## src/upd_pkg.sv

```systemverilog
// Shared types and constants of the URI percent decoder.
// No dependencies; every other file of the block imports this package.
package upd_pkg;

  localparam int unsigned UPD_QUEUE_DEPTH = 4;  // groups buffered between parser and serialiser
  localparam int unsigned UPD_MAX_RUN     = 4;  // bytes one input can produce

  localparam logic [7:0] UPD_CHAR_PCT = 8'h25;  // '%'

  typedef struct packed {
    logic [7:0] in_char;
    logic       in_final;
  } upd_in_t;

  typedef struct packed {
    logic [7:0] out_char;
    logic       out_run_end;
    logic       out_string_end;
    logic       out_malformed;
  } upd_out_t;

  // All bytes produced by one input transaction, emitted oldest first.
  typedef struct packed {
    logic [UPD_MAX_RUN-1:0][7:0]     data;
    logic [$clog2(UPD_MAX_RUN)-1:0]  last_idx;
    logic                            str_end;
    logic                            malformed;
  } upd_grp_t;

endpackage

```

## src/uri_percent_decoder.sv

```systemverilog
// Top level of the URI percent decoder: parser, group queue and serialiser.
// Depends on upd_pkg, upd_front, upd_queue and upd_back.
//
// Usage:
//   Input is a queue write port: one encoded character per transaction
//   (push high, full low), in_final marking the last character of a string.
//   Results are read like a queue: while out_empty is low the oldest decoded
//   byte is on out_data, and out_pop takes it.
//   Each input yields 0 to 4 result bytes; the last one of a run carries
//   out_run_end, the last of a string out_string_end. A malformed string gives
//   a single zero byte with out_malformed, out_run_end and out_string_end set.
// Timing:
//   An input is taken every cycle while the group queue has room; its bytes
//   pass through the queue and the output group register to the result port.
//   It moves one byte per cycle while out_pop is high, so multi-byte escapes
//   are absorbed by the queue (QUEUE_DEPTH groups) plus the output group.
// Reset (rst_n low, synchronous) empties the queue and output and returns the
//   parser to the literal state. If the receiver stops popping, the queue fills
//   and full rises; nothing is dropped.
module uri_percent_decoder import upd_pkg::*; #(
  parameter int unsigned QUEUE_DEPTH = UPD_QUEUE_DEPTH
) (
  input  logic     clk,
  input  logic     rst_n,
  input  logic     in_push,
  output logic     in_full,
  input  upd_in_t  in_data,
  input  logic     out_pop,
  output logic     out_empty,
  output upd_out_t out_data
);

  logic     fire;
  logic     f_push;
  upd_grp_t f_grp;
  logic     q_pop, q_empty;
  upd_grp_t q_grp;

  assign fire = in_push && !in_full;

  upd_front u_front (
    .clk      (clk),
    .rst_n    (rst_n),
    .fire     (fire),
    .in_data  (in_data),
    .grp_push (f_push),
    .grp      (f_grp)
  );

  upd_queue #(.DEPTH(QUEUE_DEPTH)) u_queue (
    .clk       (clk),
    .rst_n     (rst_n),
    .push      (f_push),
    .push_data (f_grp),
    .full      (in_full),
    .pop       (q_pop),
    .pop_data  (q_grp),
    .empty     (q_empty)
  );

  upd_back u_back (
    .clk       (clk),
    .rst_n     (rst_n),
    .grp       (q_grp),
    .grp_valid (!q_empty),
    .grp_pop   (q_pop),
    .out_pop   (out_pop),
    .out_empty (out_empty),
    .out_data  (out_data)
  );

`ifndef NO_ASSERTIONS
  a_malformed_ends: assert property (@(posedge clk) disable iff (!rst_n)
    !out_empty && out_data.out_malformed |->
      out_data.out_string_end && out_data.out_run_end && out_data.out_char == 8'h00)
    else $error("malformed result not a lone terminating zero byte");

  a_string_end_run_end: assert property (@(posedge clk) disable iff (!rst_n)
    !out_empty && out_data.out_string_end |-> out_data.out_run_end)
    else $error("string end without run end");

  a_reset_empty: assert property (@(posedge clk)
    !rst_n |=> out_empty && !in_full)
    else $error("block not empty after reset");

  a_full_holds_queue: assert property (@(posedge clk) disable iff (!rst_n)
    in_full && !q_pop |=> in_full)
    else $error("queue full flag dropped without a pop");
`endif

endmodule

```

## src/upd_front.sv

```systemverilog
// Parser: takes one encoded character per cycle while fire is high and builds the
// group of output bytes it causes. Depends on upd_pkg.
module upd_front import upd_pkg::*; (
  input  logic     clk,
  input  logic     rst_n,
  input  logic     fire,
  input  upd_in_t  in_data,
  output logic     grp_push,
  output upd_grp_t grp
);

  typedef enum logic [2:0] {
    PH_LITERAL,
    PH_LEAD_HI,
    PH_LEAD_LO,
    PH_CONT_PCT,
    PH_CONT_HI,
    PH_CONT_LO
  } phase_t;

  phase_t      phase_r, phase_nxt;
  logic [7:0]  first_r, first_nxt;
  logic [3:0]  hi_r, hi_nxt;
  logic [7:0]  seq_r [0:2];
  logic [7:0]  seq_nxt [0:2];
  logic [1:0]  cont_r, cont_nxt;
  logic [1:0]  held_r, held_nxt;
  logic        err_r, err_nxt;

  logic [2:0]  n_res;
  logic [4:0]  hex;
  logic [7:0]  b;

  // {valid, value}
  function automatic logic [4:0] hex_dec(input logic [7:0] c);
    logic [4:0] r;
    r = '0;
    if (c >= 8'h30 && c <= 8'h39)      r = {1'b1, 4'(c - 8'h30)};
    else if (c >= 8'h61 && c <= 8'h66) r = {1'b1, 4'(c - 8'h57)};
    else if (c >= 8'h41 && c <= 8'h46) r = {1'b1, 4'(c - 8'h37)};
    return r;
  endfunction

  function automatic logic is_reserved(input logic [7:0] c);
    logic r;
    case (c) inside
      8'h3B, 8'h2C, 8'h2F, 8'h3F, 8'h3A, 8'h40,
      8'h26, 8'h3D, 8'h2B, 8'h24, 8'h23: r = 1'b1;
      default:                           r = 1'b0;
    endcase
    return r;
  endfunction

  always_comb begin
    phase_nxt = phase_r;
    first_nxt = first_r;
    hi_nxt    = hi_r;
    seq_nxt   = seq_r;
    cont_nxt  = cont_r;
    held_nxt  = held_r;
    err_nxt   = err_r;
    n_res     = '0;
    grp       = '0;
    hex       = hex_dec(in_data.in_char);
    b         = {hi_r, hex[3:0]};

    if (!err_r) begin
      unique case (phase_r)
        PH_LEAD_HI: begin
          if (!hex[4]) err_nxt = 1'b1;
          else begin
            hi_nxt    = hex[3:0];
            first_nxt = in_data.in_char;
            phase_nxt = PH_LEAD_LO;
          end
        end
        PH_LEAD_LO: begin
          if (!hex[4]) err_nxt = 1'b1;
          else if (!b[7]) begin
            if (is_reserved(b)) begin
              // reserved characters stay escaped, hex case as received
              grp.data[0] = UPD_CHAR_PCT;
              grp.data[1] = first_r;
              grp.data[2] = in_data.in_char;
              n_res       = 3'd3;
            end else begin
              grp.data[0] = b;
              n_res       = 3'd1;
            end
            phase_nxt = PH_LITERAL;
          end else begin
            if (b[7:5] == 3'b110)        cont_nxt = 2'd1;
            else if (b[7:4] == 4'b1110)  cont_nxt = 2'd2;
            else if (b[7:3] == 5'b11110) cont_nxt = 2'd3;
            else                         err_nxt  = 1'b1;
            if (!err_nxt) begin
              seq_nxt[0] = b;
              held_nxt   = 2'd1;
              phase_nxt  = PH_CONT_PCT;
            end
          end
        end
        PH_CONT_PCT: begin
          if (in_data.in_char != UPD_CHAR_PCT) err_nxt = 1'b1;
          else phase_nxt = PH_CONT_HI;
        end
        PH_CONT_HI: begin
          if (!hex[4]) err_nxt = 1'b1;
          else begin
            hi_nxt    = hex[3:0];
            phase_nxt = PH_CONT_LO;
          end
        end
        PH_CONT_LO: begin
          if (!hex[4] || b[7:6] != 2'b10) err_nxt = 1'b1;
          else if (cont_r == 2'd1) begin
            // sequence complete: held bytes then this one
            for (int k = 0; k < UPD_MAX_RUN; k++) begin
              if (k < 3 && 2'(k) < held_r) grp.data[k] = seq_r[k];
              else if (2'(k) == held_r)    grp.data[k] = b;
            end
            n_res     = {1'b0, held_r} + 3'd1;
            held_nxt  = '0;
            cont_nxt  = '0;
            phase_nxt = PH_LITERAL;
          end else begin
            seq_nxt[held_r] = b;
            held_nxt        = held_r + 2'd1;
            cont_nxt        = cont_r - 2'd1;
            phase_nxt       = PH_CONT_PCT;
          end
        end
        default: begin
          if (in_data.in_char == UPD_CHAR_PCT) phase_nxt = PH_LEAD_HI;
          else begin
            grp.data[0] = in_data.in_char;
            n_res       = 3'd1;
          end
        end
      endcase
    end

    if (in_data.in_final) begin
      if (err_nxt || phase_nxt != PH_LITERAL) begin
        grp.data      = '0;
        grp.malformed = 1'b1;
        n_res         = 3'd1;
      end
      grp.str_end = 1'b1;
      phase_nxt   = PH_LITERAL;
      first_nxt   = '0;
      hi_nxt      = '0;
      cont_nxt    = '0;
      held_nxt    = '0;
      err_nxt     = 1'b0;
    end else if (err_nxt) begin
      n_res = '0;
    end

    grp.last_idx = 2'(n_res - 3'd1);
    grp_push     = fire && (n_res != '0);
  end

  always_ff @(posedge clk) begin
    if (!rst_n) begin
      phase_r <= PH_LITERAL;
      first_r <= '0;
      hi_r    <= '0;
      cont_r  <= '0;
      held_r  <= '0;
      err_r   <= 1'b0;
    end else if (fire) begin
      phase_r <= phase_nxt;
      first_r <= first_nxt;
      hi_r    <= hi_nxt;
      cont_r  <= cont_nxt;
      held_r  <= held_nxt;
      err_r   <= err_nxt;
    end
  end

  always_ff @(posedge clk) begin
    if (fire) seq_r <= seq_nxt;
  end

endmodule

```

## src/upd_queue.sv

```systemverilog
// Short queue of byte groups between parser and serialiser.
// Depends on upd_pkg.
module upd_queue import upd_pkg::*; #(
  parameter int unsigned DEPTH = UPD_QUEUE_DEPTH
) (
  input  logic     clk,
  input  logic     rst_n,
  input  logic     push,
  input  upd_grp_t push_data,
  output logic     full,
  input  logic     pop,
  output upd_grp_t pop_data,
  output logic     empty
);

  localparam int unsigned PW = (DEPTH > 1) ? $clog2(DEPTH) : 1;
  localparam int unsigned CW = $clog2(DEPTH + 1);

  upd_grp_t        mem_r [0:DEPTH-1];
  logic [PW-1:0]   wr_r, rd_r;
  logic [CW-1:0]   cnt_r;
  logic            do_push, do_pop;

  assign full     = (cnt_r == CW'(DEPTH));
  assign empty    = (cnt_r == '0);
  assign do_push  = push && !full;
  assign do_pop   = pop && !empty;
  assign pop_data = mem_r[rd_r];

  always_ff @(posedge clk) begin
    if (!rst_n) begin
      wr_r  <= '0;
      rd_r  <= '0;
      cnt_r <= '0;
    end else begin
      if (do_push) wr_r <= (wr_r == PW'(DEPTH - 1)) ? '0 : wr_r + PW'(1);
      if (do_pop)  rd_r <= (rd_r == PW'(DEPTH - 1)) ? '0 : rd_r + PW'(1);
      if (do_push && !do_pop)      cnt_r <= cnt_r + CW'(1);
      else if (do_pop && !do_push) cnt_r <= cnt_r - CW'(1);
    end
  end

  always_ff @(posedge clk) begin
    if (do_push) mem_r[wr_r] <= push_data;
  end

endmodule

```

## src/upd_back.sv

```systemverilog
// Serialiser: unpacks the head group one byte per transaction onto the result port.
// Depends on upd_pkg.
module upd_back import upd_pkg::*; (
  input  logic     clk,
  input  logic     rst_n,
  input  upd_grp_t grp,
  input  logic     grp_valid,
  output logic     grp_pop,
  input  logic     out_pop,
  output logic     out_empty,
  output upd_out_t out_data
);

  localparam int unsigned IW = $clog2(UPD_MAX_RUN);

  upd_grp_t       cur_r;
  logic           vld_r;
  logic [IW-1:0]  idx_r;
  logic           last, take, done;

  assign last    = (idx_r == cur_r.last_idx);
  assign take    = vld_r && out_pop;
  assign done    = take && last;
  assign grp_pop = grp_valid && (!vld_r || done);

  assign out_empty               = !vld_r;
  assign out_data.out_char       = cur_r.data[idx_r];
  assign out_data.out_run_end    = last;
  assign out_data.out_string_end = last && cur_r.str_end;
  assign out_data.out_malformed  = cur_r.malformed;

  always_ff @(posedge clk) begin
    if (!rst_n) begin
      vld_r <= 1'b0;
      idx_r <= '0;
    end else if (grp_pop) begin
      vld_r <= 1'b1;
      idx_r <= '0;
    end else if (done) begin
      vld_r <= 1'b0;
    end else if (take) begin
      idx_r <= idx_r + IW'(1);
    end
  end

  always_ff @(posedge clk) begin
    if (grp_pop) cur_r <= grp;
  end

endmodule

```

## config.mk

```make
export PLATFORM = sky130hd
export DESIGN_NAME = uri_percent_decoder
export DESIGN_NICKNAME = d
export VERILOG_FILES = /design/src/upd_pkg.sv /design/src/uri_percent_decoder.sv /design/src/upd_front.sv /design/src/upd_queue.sv /design/src/upd_back.sv
export SDC_FILE = /design/constraint.sdc
export NUM_CORES = 1
export LEC_CHECK = 0
export ABC_AREA = 0
export BUFFER_PORTS_ARGS = -buffer_cell sky130_fd_sc_hd__buf_4
export CAP_MARGIN = 5
export CORE_MARGIN = 5
export CORE_UTILIZATION = 55
export CTS_CLUSTER_SIZE = 12
export DETAILED_ROUTE_END_ITERATION = 16
export PLACE_DENSITY = 0.78
export SLEW_MARGIN = 20
export SYNTH_ARGS = -nofsm -noshare
export SYNTH_HDL_FRONTEND = slang
export SYNTH_SLANG_ARGS = --single-unit
```

## constraint.sdc

```tcl
create_clock -name clk -period 4.9 [get_ports clk]
set_input_delay 0.49 -clock clk [delete_from_list [all_inputs] [get_ports clk]]
set_output_delay 0.49 -clock clk [all_outputs]
set_load 0.01 [all_outputs]
```

==> impl_metrics.tcl <==
set metrics [dict create \
    drt.antenna.violating_nets 0 \
    clk_pin_slew_ns 0.06 \
    drv_slew 0 \
    r2r_cells 14 \
    ys_seq_area_share_pct 64.5 \
    end_kind "flip-flop" \
    yosys_warnings 0 \
    start_kind "primary input" \
    r2r_setup_slack_ns 0.78 \
    grt_max_degree 39 \
    cp_cell_sequence "buf_4 -> inv_1 -> ha_1 -> nor3b_1 -> nor3b_4 -> o22ai_1 -> nand4_1 -> a21o_1 -> a21oi_1 -> o221ai_1 -> ha_1 -> a21oi_2 -> ha_1 -> inv_1 -> fa_1 -> xor2_1 -> or3_1 -> a21oi_1" \
    post_cts_buffers 0 \
    pre_cts_ws_ns 0.229 \
    endpoint "u_queue.cnt_r[2]" \
    vias 6348 \
    cp_slowest_cell "o22ai_1" \
    fp.dieArea_um2 21800 \
    clock_latency_ns 0.50 \
    synth_edf_count 204 \
    ys_ff_latch 234 \
    cp.depth 18 \
    setup.worst_path.start "in_data[2]" \
    htree_levels 1 \
    post_cts_resized 0 \
    fin_ws_ns 0.665 \
    synthDistinctLibCells 71 \
    finalCritPeriodShare_pct 86.4 \
    netlist_area_um2 10400 \
    route.detailed.drc 0 \
    antenna_found_initial 0 \
    cts.path.max_buffers 3 \
    syn_to_final_growth_pct 12.5 \
    critical_path_arrival_ns 4.66 \
    final_cell_mix "204 x edfxtp_1, 83 x nor2_1, 47 x buf_4, 44 x mux4_2, 39 x a21oi_1" \
    maxCapViolCount 0 \
    setup_violations 0 \
    first_iter_violations 665 \
    wl_per_cell_um 23.2 \
    io_buffers 25 \
    syn_area_per_cell_um2 14.4 \
    reg2reg_to "u_queue.cnt_r[1]" \
    cts_inserted_buffers 25 \
    drive_above_1_share_pct 17.8 \
    slew_headroom_pct 41.3 \
    io_pins 26 \
    min_period_ns 4.24 \
    leakage_nw 3.93 \
    slowest_delay_ns 0.52 \
    vdd_drop_max_mv 0.255 \
    die_h_um 148 \
    hp-class "in2reg" \
    synth_ff_type "edfxtp_1" \
    core_um2 18700 \
    seq_power_share_pct 49.4 \
    vias_per_cell 6.25 \
    holdWs_ns 0.275 \
    holdBufCountCts 0 \
    grt_pass1_vias 6445 \
    tightestPinTransition_ns 0.880 \
    num_rows 50 \
    pwr-share-comb_pct 19.3 \
    p_int_mw 4.05 \
    syn_inst 725 \
    hold_violations 0 \
    p_per_area_nw_per_um2 459 \
    worstPathMaxFanout 7 \
    gr-usage-all-layers_pct 21.9 \
    critPathTopFamily "compound AO/OA/AOI/OAI gates" \
    cts_tree "done" \
    p_clk_share_pct 31.3 \
    start_util_pct 55.8 \
    dp_hpwl_um 15700 \
    clock_skew_ns 0.00928 \
    drtPass1Iterations 7 \
    cp_data_required_time_ns 5.32 \
    crit_buf_inv 3 \
    numClockSinks 234 \
    root_buffer "clkbuf_16" \
    fillers 1314 \
    status "finished, final reports clean" \
    totalWireLength_um 23600 \
    fp.dieW_um 148 \
    grt_pass1_wl_um 37100 \
    final.setup.tns_ns 0 \
    fin_nets 796 \
    async_flop_share_pct 0 \
    reg2reg_from "u_front.phase_r[1]" \
    antenna-diode-count 0 \
    cpMostUsedCell "ha_1" \
    grt.overflow.total 0 \
    globalplace.congestion 0.937 \
    fin_cells 1016 \
    dp.cells 973 \
    netSwitchingFraction_pct 24.8 \
    critPathKind "in2reg" \
    rsz0062_at_grt "no" \
    p_switching_mw 1.34 \
    fmax_mhz 236 \
    layout_commonest_cell "edfxtp_1" \
]
==> worst min path at each step <==
stage / startpoint / end / slack [ns] / depth (start not counted)
global placement: u_front.cont_r[1] / u_front.cont_r[1] / 0.45 / 1
floorplan: u_front.hi_r[0] / u_front.seq_r[12] / 0.42 / 0
detailed placement: u_front.cont_r[1] / u_front.cont_r[1] / 0.46 / 1
CTS: in_data[0] / u_queue.mem_r[1][1] / 0.26 / 1
finish: in_data[0] / u_queue.mem_r[1][1] / 0.28 / 1
global route: in_data[0] / u_queue.mem_r[1][1] / 0.27 / 1
==> routing by layer <==
metal / wire, um / track usage [%] / part of all wire (%)
met4: 429 / 4.99 / 1.8
met5: 0 / 0 / 0
met3: 1690 / 3.77 / 7.2
met2: 11400 / 35.5 / 48
met1: 10100 / 31.6 / 43
==> sequential cells by signal (all words and copies together), names as in the netlist, 2 cells and up <==
signal	cells
u_queue.wr_r	2
u_front.seq_r	24
u_back.cur_r	35
u_queue.rd_r	2
u_queue.cnt_r	3
u_back.idx_r	2
u_front.hi_r	4
u_front.phase_r	3
u_front.cont_r	2
u_front.first_r	8
u_front.held_r	2
u_queue.mem_r	144
==> worst reg2reg max path, stage by stage (launching register included) <==
cell and delay (ns):
dfxtp_1 0.69, nor3_1 0.14, a21o_1 0.30, a31o_2 0.26, a222oi_1 0.44, nand2_1 0.18, o31a_2 0.43, a21oi_1 0.32
ha_1 0.22, a21oi_2 0.06, ha_1 0.21, inv_1 0.07, fa_1 0.41, mux2i_1 0.17, nor2_1 0.06
==> power by group through the flow <==
stage | clock, mW | sequential, mW | combinational (mW)
CTS | 1.71 | 2.67 | 1.06
finish | 1.68 | 2.66 | 1.04
detailed placement | 0 | 2.71 | 1.05
floorplan | 0 | 2.65 | 0.772
global route | 1.81 | 2.69 | 1.13
global placement | 0 | 2.68 | 1.03
==> final cells by class <==
type | count | area (um2) | area share [%]
flip-flops and latches | 234 | 6730 | 57.4
multi-input cells | 429 | 3460 | 29.5
clock buffers | 34 | 659 | 5.62
repair buffers | 51 | 433 | 3.69
well taps | 234 | 293 | 2.50
inverters | 25 | 93.8 | 0.800
clock inverters | 9 | 67.6 | 0.576
==> Yosys cell counts (all sizes together), types with 3 or more instances <==
master     n  area, um2
inv       24       90.1
nor2b     10       62.6
nand4bb    3       33.8
nand2b     6       37.5
o21a      17        128
o21ai     16       83.8
a22o       3       26.3
a31o       3       26.3
mux4      44        991
nor3       7       35.0
and2       9       56.3
a31oi      6       37.5
a211oi    11       82.6
clkbuf    26       97.6
nor3b      5       48.8
a22oi     22        165
edfxtp   204       6130
o31ai      4       30.0
o211ai     4       30.0
a21oi     40        204
o22ai      3       18.8
o2bb2ai    4       35.0
o211a      7       70.1
nand2     28        105
nand3      7       35.0
nor4       5       37.5
ha        16        200
buf       14       72.6
nand4      4       25.0
xor2       5       43.8
and3       8       50.1
dfxtp     30        601
nor2      83        312
a21o       4       30.0
mux2i      8       80.1
o21bai     3       22.5
==> through the flow <==
step | power (mW) | instance area (um2) | utilization [%]
after detailed placement | 3.76 | 11000 | 58.8
after floorplan | 3.42 | 10400 | -
after global placement | 3.71 | 11000 | 58.8
after global routing | 5.63 | 11700 | 62.7
final | 5.39 | 11700 | 62.7
after CTS | 5.44 | 11700 | 62.7
==> logic make-up (layout without fill, tap and decap cells) <==
logic type      count (synthesis)  count (layout)  synth area share, %
simple gates                  187             187                 9.01
flops                         234             234                 64.5
fa+ha+maj                      17              17                 2.11
buf+inv                        65             119                 2.53
mux                            52              52                 10.3
xor+xnor                        7               7                0.588
compound gates                162             162                 11.0
other cells                     1               4               0.0360
(Power assumes the default switching activity.)
